===== config.mk =====
export PLATFORM = sky130hd
export DESIGN_NAME = byte_stuffing_frame_packer_top
export DESIGN_NICKNAME = d
export VERILOG_FILES = /design/src/rtl/core/bsfp_pkg.sv /design/src/rtl/core/bsfp_front.sv /design/src/rtl/core/bsfp_queue.sv /design/src/rtl/core/bsfp_back.sv /design/src/rtl/core/byte_stuffing_frame_packer_top.sv
export SDC_FILE = /design/constraint.sdc
export NUM_CORES = 1
export LEC_CHECK = 0
export ABC_AREA = 1
export BUFFER_PORTS_ARGS = -buffer_cell sky130_fd_sc_hd__clkbuf_2
export CELL_PAD_IN_SITES_DETAIL_PLACEMENT = 0
export CELL_PAD_IN_SITES_GLOBAL_PLACEMENT = 1
export CORE_UTILIZATION = 52
export DETAILED_ROUTE_END_ITERATION = 12
export PLACE_DENSITY = 0.89
export SETUP_SLACK_MARGIN = 0.4
export SLEW_MARGIN = 5
export SYNTH_ARGS = -nofsm -noshare
export SYNTH_HDL_FRONTEND = slang
export SYNTH_SLANG_ARGS = --single-unit

===== constraint.sdc =====
create_clock -name clk -period 6 [get_ports clk]
set_clock_uncertainty 0.15 [all_clocks]
set_input_delay 1.2 -clock clk [delete_from_list [all_inputs] [get_ports clk]]
set_output_delay 1.2 -clock clk [all_outputs]
set_load 0.03 [all_outputs]

===== src/rtl/core/bsfp_pkg.sv =====
// Shared types and constants for the byte-stuffing frame packer.
package bsfp_pkg;

    localparam int unsigned BYTE_W = 8;
    localparam int unsigned CFG_INDEX_W = 2;
    localparam int unsigned QUEUE_DEPTH = 4;

    localparam logic [BYTE_W-1:0] HEADER_MARK_RESET = 8'd170;
    localparam logic [BYTE_W-1:0] TAIL_MARK_RESET = 8'd85;
    localparam logic [BYTE_W-1:0] ESCAPE_MARK_RESET = 8'd165;

    typedef enum logic [CFG_INDEX_W-1:0] {
        CFG_HEADER_MARK = 2'd0,
        CFG_TAIL_MARK   = 2'd1,
        CFG_ESCAPE_MARK = 2'd2
    } cfg_index_t;

    typedef struct packed {
        logic [BYTE_W-1:0] header_mark;
        logic [BYTE_W-1:0] tail_mark;
        logic [BYTE_W-1:0] escape_mark;
    } marks_t;

    typedef struct packed {
        logic [BYTE_W-1:0] data;
        logic              data_esc;
        logic              start;
        logic              last;
        logic [BYTE_W-1:0] sum;
        logic              sum_esc;
    } cmd_t;

    function automatic logic is_mark(input logic [BYTE_W-1:0] b, input marks_t m);
        return (b == m.header_mark) || (b == m.tail_mark) || (b == m.escape_mark);
    endfunction

endpackage


===== src/rtl/core/bsfp_front.sv =====
// Front end: accepts body bytes, tracks frame state and the checksum, builds commands.
module bsfp_front
(
    input  logic            clk,
    input  logic            rst_n,
    input  logic            push,
    input  logic [7:0]      data_byte,
    input  logic            last_byte,
    input  bsfp_pkg::marks_t marks,
    input  logic            queue_full,
    output logic            cmd_wr_en,
    output bsfp_pkg::cmd_t  cmd
);

    logic                         in_frame_reg;
    logic                         in_frame_next;
    logic [bsfp_pkg::BYTE_W-1:0]  sum_reg;
    logic [bsfp_pkg::BYTE_W-1:0]  sum_next;
    logic [bsfp_pkg::BYTE_W-1:0]  new_sum;

    assign cmd_wr_en = push && !queue_full;

    always_comb
    begin
        new_sum = (in_frame_reg ? sum_reg : '0) + data_byte;
        cmd.data = data_byte;
        cmd.data_esc = bsfp_pkg::is_mark(data_byte, marks);
        cmd.start = !in_frame_reg;
        cmd.last = last_byte;
        cmd.sum = new_sum;
        cmd.sum_esc = bsfp_pkg::is_mark(new_sum, marks);
        in_frame_next = in_frame_reg;
        sum_next = sum_reg;
        if (cmd_wr_en)
        begin
            in_frame_next = !last_byte;
            sum_next = last_byte ? '0 : new_sum;
        end
    end

    always_ff @(posedge clk or negedge rst_n)
    begin
        if (!rst_n)
        begin
            in_frame_reg <= 1'b0;
            sum_reg <= '0;
        end
        else
        begin
            in_frame_reg <= in_frame_next;
            sum_reg <= sum_next;
        end
    end

endmodule


===== src/rtl/core/bsfp_queue.sv =====
// Short command queue between the front end and the byte sequencer.
module bsfp_queue
#(
    parameter int unsigned DEPTH = bsfp_pkg::QUEUE_DEPTH
)
(
    input  logic           clk,
    input  logic           rst_n,
    input  logic           wr_en,
    input  bsfp_pkg::cmd_t wr_cmd,
    output logic           full,
    output logic           head_valid,
    output bsfp_pkg::cmd_t head_cmd,
    input  logic           rd_en
);

    localparam int unsigned PTR_W = (DEPTH > 1) ? $clog2(DEPTH) : 1;
    localparam int unsigned CNT_W = $clog2(DEPTH + 1);

    bsfp_pkg::cmd_t     store_reg [DEPTH];
    logic [PTR_W-1:0]   wr_ptr_reg;
    logic [PTR_W-1:0]   rd_ptr_reg;
    logic [CNT_W-1:0]   count_reg;

    assign full = (count_reg == CNT_W'(DEPTH));
    assign head_valid = (count_reg != '0);
    assign head_cmd = store_reg[rd_ptr_reg];

    function automatic logic [PTR_W-1:0] ptr_inc(input logic [PTR_W-1:0] p);
        return (p == PTR_W'(DEPTH - 1)) ? '0 : p + 1'b1;
    endfunction

    always_ff @(posedge clk)
    begin
        if (wr_en)
        begin
            store_reg[wr_ptr_reg] <= wr_cmd;
        end
    end

    always_ff @(posedge clk or negedge rst_n)
    begin
        if (!rst_n)
        begin
            wr_ptr_reg <= '0;
            rd_ptr_reg <= '0;
            count_reg <= '0;
        end
        else
        begin
            if (wr_en)
            begin
                wr_ptr_reg <= ptr_inc(wr_ptr_reg);
            end
            if (rd_en)
            begin
                rd_ptr_reg <= ptr_inc(rd_ptr_reg);
            end
            if (wr_en && !rd_en)
            begin
                count_reg <= count_reg + 1'b1;
            end
            else if (rd_en && !wr_en)
            begin
                count_reg <= count_reg - 1'b1;
            end
        end
    end

endmodule


===== src/rtl/core/bsfp_back.sv =====
// Back end: steps through the wire bytes of each command and holds the output beat.
module bsfp_back
(
    input  logic             clk,
    input  logic             rst_n,
    input  bsfp_pkg::marks_t marks,
    input  logic             head_valid,
    input  bsfp_pkg::cmd_t   head_cmd,
    output logic             head_pop,
    output logic             beat_load,
    output logic             empty,
    input  logic             pop,
    output logic [7:0]       out_byte,
    output logic             last_out
);

    typedef enum logic [2:0] {
        PH_HDR1  = 3'd0,
        PH_HDR2  = 3'd1,
        PH_ESC_D = 3'd2,
        PH_DATA  = 3'd3,
        PH_ESC_S = 3'd4,
        PH_SUM   = 3'd5,
        PH_TAIL1 = 3'd6,
        PH_TAIL2 = 3'd7
    } phase_t;

    phase_t      phase_reg;
    logic        out_valid_reg;
    logic [7:0]  out_byte_reg;
    logic        last_out_reg;

    logic [7:0]  applies;
    logic [7:0]  pending;
    logic [7:0]  remaining;
    phase_t      cur_phase;
    logic        cmd_done;
    logic [7:0]  beat_byte;

    always_comb
    begin
        applies = '0;
        applies[PH_HDR1] = head_cmd.start;
        applies[PH_HDR2] = head_cmd.start;
        applies[PH_ESC_D] = head_cmd.data_esc;
        applies[PH_DATA] = 1'b1;
        applies[PH_ESC_S] = head_cmd.last && head_cmd.sum_esc;
        applies[PH_SUM] = head_cmd.last;
        applies[PH_TAIL1] = head_cmd.last;
        applies[PH_TAIL2] = head_cmd.last;

        pending = applies & (8'hFF << phase_reg);
        cur_phase = PH_DATA;
        for (int i = 7; i >= 0; i--)
        begin
            if (pending[i])
            begin
                cur_phase = phase_t'(3'(i));
            end
        end
        remaining = applies & (8'hFE << cur_phase);
        cmd_done = (remaining == '0);

        unique case (cur_phase)
            PH_HDR1, PH_HDR2:    beat_byte = marks.header_mark;
            PH_ESC_D, PH_ESC_S:  beat_byte = marks.escape_mark;
            PH_DATA:             beat_byte = head_cmd.data;
            PH_SUM:              beat_byte = head_cmd.sum;
            PH_TAIL1, PH_TAIL2:  beat_byte = marks.tail_mark;
        endcase
    end

    assign beat_load = head_valid && (!out_valid_reg || pop);
    assign head_pop = beat_load && cmd_done;
    assign empty = !out_valid_reg;
    assign out_byte = out_byte_reg;
    assign last_out = last_out_reg;

    always_ff @(posedge clk)
    begin
        if (beat_load)
        begin
            out_byte_reg <= beat_byte;
            last_out_reg <= (cur_phase == PH_TAIL2);
        end
    end

    always_ff @(posedge clk or negedge rst_n)
    begin
        if (!rst_n)
        begin
            phase_reg <= PH_HDR1;
            out_valid_reg <= 1'b0;
        end
        else
        begin
            if (beat_load)
            begin
                out_valid_reg <= 1'b1;
                phase_reg <= cmd_done ? PH_HDR1 : phase_t'(cur_phase + 3'd1);
            end
            else if (pop)
            begin
                out_valid_reg <= 1'b0;
            end
        end
    end

endmodule


===== src/rtl/core/byte_stuffing_frame_packer_top.sv =====
// Byte-stuffing frame packer: mark registers, front end, command queue and byte sequencer.
// Path: an accepted body byte is registered in the command queue, then its wire bytes go
// through the output beat register. Throughput: one wire beat per cycle while the output
// is popped; a body byte causes one to eight wire bytes in the sequencer, and the front end
// accepts one byte per cycle while the command queue has room.
// Reset: queue, sequencer and frame state are cleared; marks return to 170, 85 and 165.
module byte_stuffing_frame_packer_top
#(
    parameter int unsigned QUEUE_DEPTH = bsfp_pkg::QUEUE_DEPTH
)
(
    input  logic       clk,
    input  logic       rst_n,
    input  logic       push,
    output logic       full,
    input  logic [7:0] data_byte,
    input  logic       last_byte,
    output logic       empty,
    input  logic       pop,
    output logic [7:0] out_byte,
    output logic       last_out,
    input  logic       cfg_wr_en,
    input  logic [1:0] cfg_index,
    input  logic [7:0] cfg_data
);

    bsfp_pkg::marks_t marks_reg;
    logic             cmd_wr_en;
    bsfp_pkg::cmd_t   cmd;
    logic             head_valid;
    bsfp_pkg::cmd_t   head_cmd;
    logic             head_pop;
    logic             beat_load;

    always_ff @(posedge clk or negedge rst_n)
    begin
        if (!rst_n)
        begin
            marks_reg.header_mark <= bsfp_pkg::HEADER_MARK_RESET;
            marks_reg.tail_mark <= bsfp_pkg::TAIL_MARK_RESET;
            marks_reg.escape_mark <= bsfp_pkg::ESCAPE_MARK_RESET;
        end
        else if (cfg_wr_en)
        begin
            unique case (cfg_index)
                bsfp_pkg::CFG_HEADER_MARK: marks_reg.header_mark <= cfg_data;
                bsfp_pkg::CFG_TAIL_MARK:   marks_reg.tail_mark <= cfg_data;
                bsfp_pkg::CFG_ESCAPE_MARK: marks_reg.escape_mark <= cfg_data;
                default:
                begin
                end
            endcase
        end
    end

    bsfp_front u_front
    (
        .clk        (clk),
        .rst_n      (rst_n),
        .push       (push),
        .data_byte  (data_byte),
        .last_byte  (last_byte),
        .marks      (marks_reg),
        .queue_full (full),
        .cmd_wr_en  (cmd_wr_en),
        .cmd        (cmd)
    );

    bsfp_queue
    #(
        .DEPTH (QUEUE_DEPTH)
    )
    u_queue
    (
        .clk        (clk),
        .rst_n      (rst_n),
        .wr_en      (cmd_wr_en),
        .wr_cmd     (cmd),
        .full       (full),
        .head_valid (head_valid),
        .head_cmd   (head_cmd),
        .rd_en      (head_pop)
    );

    bsfp_back u_back
    (
        .clk        (clk),
        .rst_n      (rst_n),
        .marks      (marks_reg),
        .head_valid (head_valid),
        .head_cmd   (head_cmd),
        .head_pop   (head_pop),
        .beat_load  (beat_load),
        .empty      (empty),
        .pop        (pop),
        .out_byte   (out_byte),
        .last_out   (last_out)
    );

    // The queue is never written while it reports full.
    assert property (@(posedge clk) disable iff (!rst_n) cmd_wr_en |-> !full)
        else $error("command written into a full queue");

    // A command leaves the queue only on a cycle that loads a wire beat.
    assert property (@(posedge clk) disable iff (!rst_n) head_pop |-> beat_load && head_valid)
        else $error("command retired without a beat");

    // Retiring the last command of a frame puts the closing tail beat on the output.
    assert property (@(posedge clk) disable iff (!rst_n)
        head_pop && head_cmd.last |=> !empty && last_out)
        else $error("frame end did not produce the final tail beat");

    // A beat that does not retire its command never carries the last flag.
    assert property (@(posedge clk) disable iff (!rst_n)
        beat_load && !head_pop |=> !empty && !last_out)
        else $error("last flag set on a beat that does not close a frame");

endmodule


==> summary.md <==
| Metric | Value |
|---|---|
| Post-synth cell types | `36` |
| Slew HR | `a little over two fifths` |
| Mapped Cells | `between 700 and 800` |
| Worst Path Required | `~6000 ps` |
| Status | `complete, no violations` |
| Hold Slack | `335.8 ps` |
| CP Cell Sequence | `buf_4 > inv_1 > nand2_1 > nand2_1 > nand3_2 > nand3_2 > nand2_4 > ha_1 > ha_1 > inv_1 > a21oi_1 > nor2_1 > nand2_1 > a21oi_1 > nand2_1` |
| Placer Congestion | `roughly 0.94` |
| Placed cells | `932` |
| Synth top cells by count | `182 x nand2_1, 89 x edfxtp_1, 78 x inv_1, 78 x nor2_1, 73 x o21ai_0` |
| Period minus WS final | `around 3400 ps` |
| Reg2Reg Capture Point | `u_back.out_byte[4]` |
| Grt ovf | `0` |
| Core area | `~13000 um2` |
| First-pass GRT wire length | `26.92 mm` |
| Top cell type's share of synthesized area | `between 30 and 40%` |
| Yosys top cell by area | `edfxtp_1` |
| Combinational share of power | `39.0%` |
| Setup CP Type | `reg -> reg` |
| Slowest stage delay, CP | `between 600 and 700 ps` |
| Most common flop cell mapped by yosys | `edfxtp_1` |
| R2R Setup Slk | `around 2600 ps` |
| DIE WIDTH | `between 100 and 150 um` |
| Worst-path cell with the longest stage delay | `inv_1` |
| Initial drt markers | `roughly 410` |
| Adder-cell share of the synthesized area | `around 3.9%` |
| Total internal power | `2.477 mW` |
| Largest family of logic cells by synthesized area | `simple AND/OR/NAND/NOR gates` |
| Compound-cell area share of the yosys netlist | `about 8.3%` |
| Post-DR wirelength/cell | `18.04 um` |
| Post-DP HPWL | `~12 mm` |
| Worst Hold Class | `reg -> reg` |
| Critical-path maximum fanout | `24` |
| Fraction of registers with async set/reset | `33.08%` |
| Nets | `823` |
| Post-CTS Resized | `0` |
| CTS Buf Count | `17` |
| CTS Hold Bufs | `0` |
| Worst EP arrival | `3450 ps` |
| Area of the die | `13640 um2` |
| Worst reg2reg path depth | `15` |
| Unrepaired setup endpoints after global routing | `no` |
| Critical Path End Type | `flip-flop` |
| Vias per Instance | `roughly 5.4` |
| Vias in the first global route | `between 5000 and 6000` |
| Setup TNS | `0 ps` |
| Max FFs per register | `80` |
| Startpoint Class | `flip-flop` |
| P per Cell Area | `about 530 nW/um2` |
| P_sw | `about 1.6 mW` |
| H-tree levels | `4` |
| Mean area per synthesized cell | `around 9.3 um2` |
| Clk root buf | `clkbuf_16` |
| Post-synth EDFFs | `about 90` |
| Largest net degree at the start of global routing | `45` |
| CTS Buffer Depth | `2` |
| DRC viols | `0` |
| Io pins | `35` |
| Leakage | `~3.4 nW` |
| Worst-path clk slew | `around 60 ps` |
| Worst-margin pin slew | `approximately 850 ps` |
| Area of the mapped netlist | `just under 7000 um2` |
| TritonCTS clock tree | `yes` |
| Layout cells sized above 1 | `between 10 and 15%` |
| Std-Cell Rows | `41` |
| Via count | `between 5000 and 6000` |
| F_max | `approximately 290 MHz` |
| Port bufs | `34` |
| Crit path top cell by count | `nand2_1` |
| Simple-gate share of the synthesized area | `between 20 and 25%` |
| PnR Total Power | `around 4.1 mW` |
| Net Sw Frac | `between 30% and 40%` |
| XOR/XNOR share of the synthesized area | `under 10%` |
| Die Height | `116.8 um` |
| Max-Cap Viols | `0` |
| Dominant cells by area after synthesis | `edfxtp_1 39%, dfrtp_1 12%, nand2_1 10%` |
| Count leader, synth | `nand2_1` |
| Final Max Tran Viols | `0` |
| Final WL | `approximately 17 mm` |
| Final Non-Filler Cells | `~960` |
| Seq/Total Area, Yosys | `between 50% and 60%` |
| Worst reg2reg startpoint | `u_queue.rd_ptr_reg[1]` |
| Syn. warnings | `0` |
| Worst Setup SP | `u_queue.rd_ptr_reg[1]` |
| Clk Latency, worst-skew pair | `roughly 420 ps` |
| Antenna violations before repair | `0` |
| GRT Resource Usage Total | `27.80%` |
| Initial core utilization | `53.86%` |
| Area delta synth->final | `13.93%` |
| Setup violations, final | `0` |
| Crit path capture | `u_back.out_byte[4]` |
| Routed Antenna Nets | `0` |
| Final Cycle Share | `between 50% and 60%` |
| Reg power frac | `a little over a third` |
| Post-CTS Setup Inserts | `0` |
| Clk sink count | `between 100 and 150` |
| FF+latch count, synth | `approximately 130` |
| Clock share of power | `26.1%` |
| Hold Fails Final Rpt | `0` |
| Synthesized net count | `around 780` |
| TritonRoute pass-1 iters | `4` |
| Mux cell area share after synthesis | `0%` |
| Number of diodes | `0` |
| VDD IR max | `approximately 0.22 mV` |
[routing by layer]
metal | track usage [%] | vias up | wire length [um]
met2 | 46.79 | 151 | 8690
met5 | 0 | - | 0
met1 | 35.59 | 2533 | 7415
li1 | - | 2526 | -
met4 | 10.63 | 0 | 364
met3 | 5.664 | 31 | 922
[how the worst min path moves through the flow]
| stage | from | end | slack, ps | cells after the start |
|---|---|---|---|---|
| floorplan | u_front.sum_reg[7] | u_front.sum_reg[7] | 300 | 2 |
| global placement | u_front.sum_reg[5] | u_front.sum_reg[5] | 320 | 2 |
| detailed placement | u_front.sum_reg[5] | u_front.sum_reg[5] | 320 | 2 |
| CTS | u_front.sum_reg[5] | u_front.sum_reg[5] | 340 | 2 |
| global route | u_front.sum_reg[0] | u_front.sum_reg[0] | 360 | 2 |
| finish | u_front.sum_reg[5] | u_front.sum_reg[5] | 340 | 2 |
[cell families after synthesis]
group | after synthesis
adder cells (fa/ha/maj) | 20
AND/OR/NAND/NOR | 345
AO/OA/AOI/OAI | 109
flip-flops | 133
XOR/XNOR | 28
buffers and inverters | 102
[cells in the final DEF (no fill, tap or decap), drive strengths merged, types with 8 or more instances in the layout]
master  instances
o21ai          75
nor2           81
edfxtp         89
xnor2          16
nand3          35
nand4          20
inv            84
ha             18
dfstp          12
a21oi          24
clkbuf         52
dfrtp          32
xor2           12
nand2         196
buf             8
[through the flow]
stage	util, %	worst slack [ps]	cell area (um2)
2_1_floorplan	-	2729	6852
3_3_place_gp	56.54	2578	7193
3_5_place_dp	56.54	2502	7193
4_1_cts	61.36	2527	7806
5_1_grt	61.36	2299	7806
6_report	61.36	2565	7806
[final cells by class]
class                   count  area [um2]
fillers                  1124        4916
inverters                  83       316.6
multi-input cells         502        2643
clock inverters            14       183.9
repair buffers             42       230.2
flip-flops and latches    133        3789
clock buffers              18       429.2
well taps                 172       215.2
[power by group through the flow]
stage	sequential [mW]	clock [mW]	combinational, mW
floorplan	1.46	0	1.13
global placement	1.43	0	1.55
detailed placement	1.44	0	1.59
CTS	1.43	1.08	1.60
global route	1.45	1.13	1.80
finish	1.43	1.07	1.60
[worst max-delay path, delay by kind of cell, from the launching register on]
kind            cells  cell delay (ps)
fa+ha+maj           2              530
simple gates        8              950
flops               1              350
buf+inv             3             1010
compound gates      2              170
(Power assumes the default switching activity.)
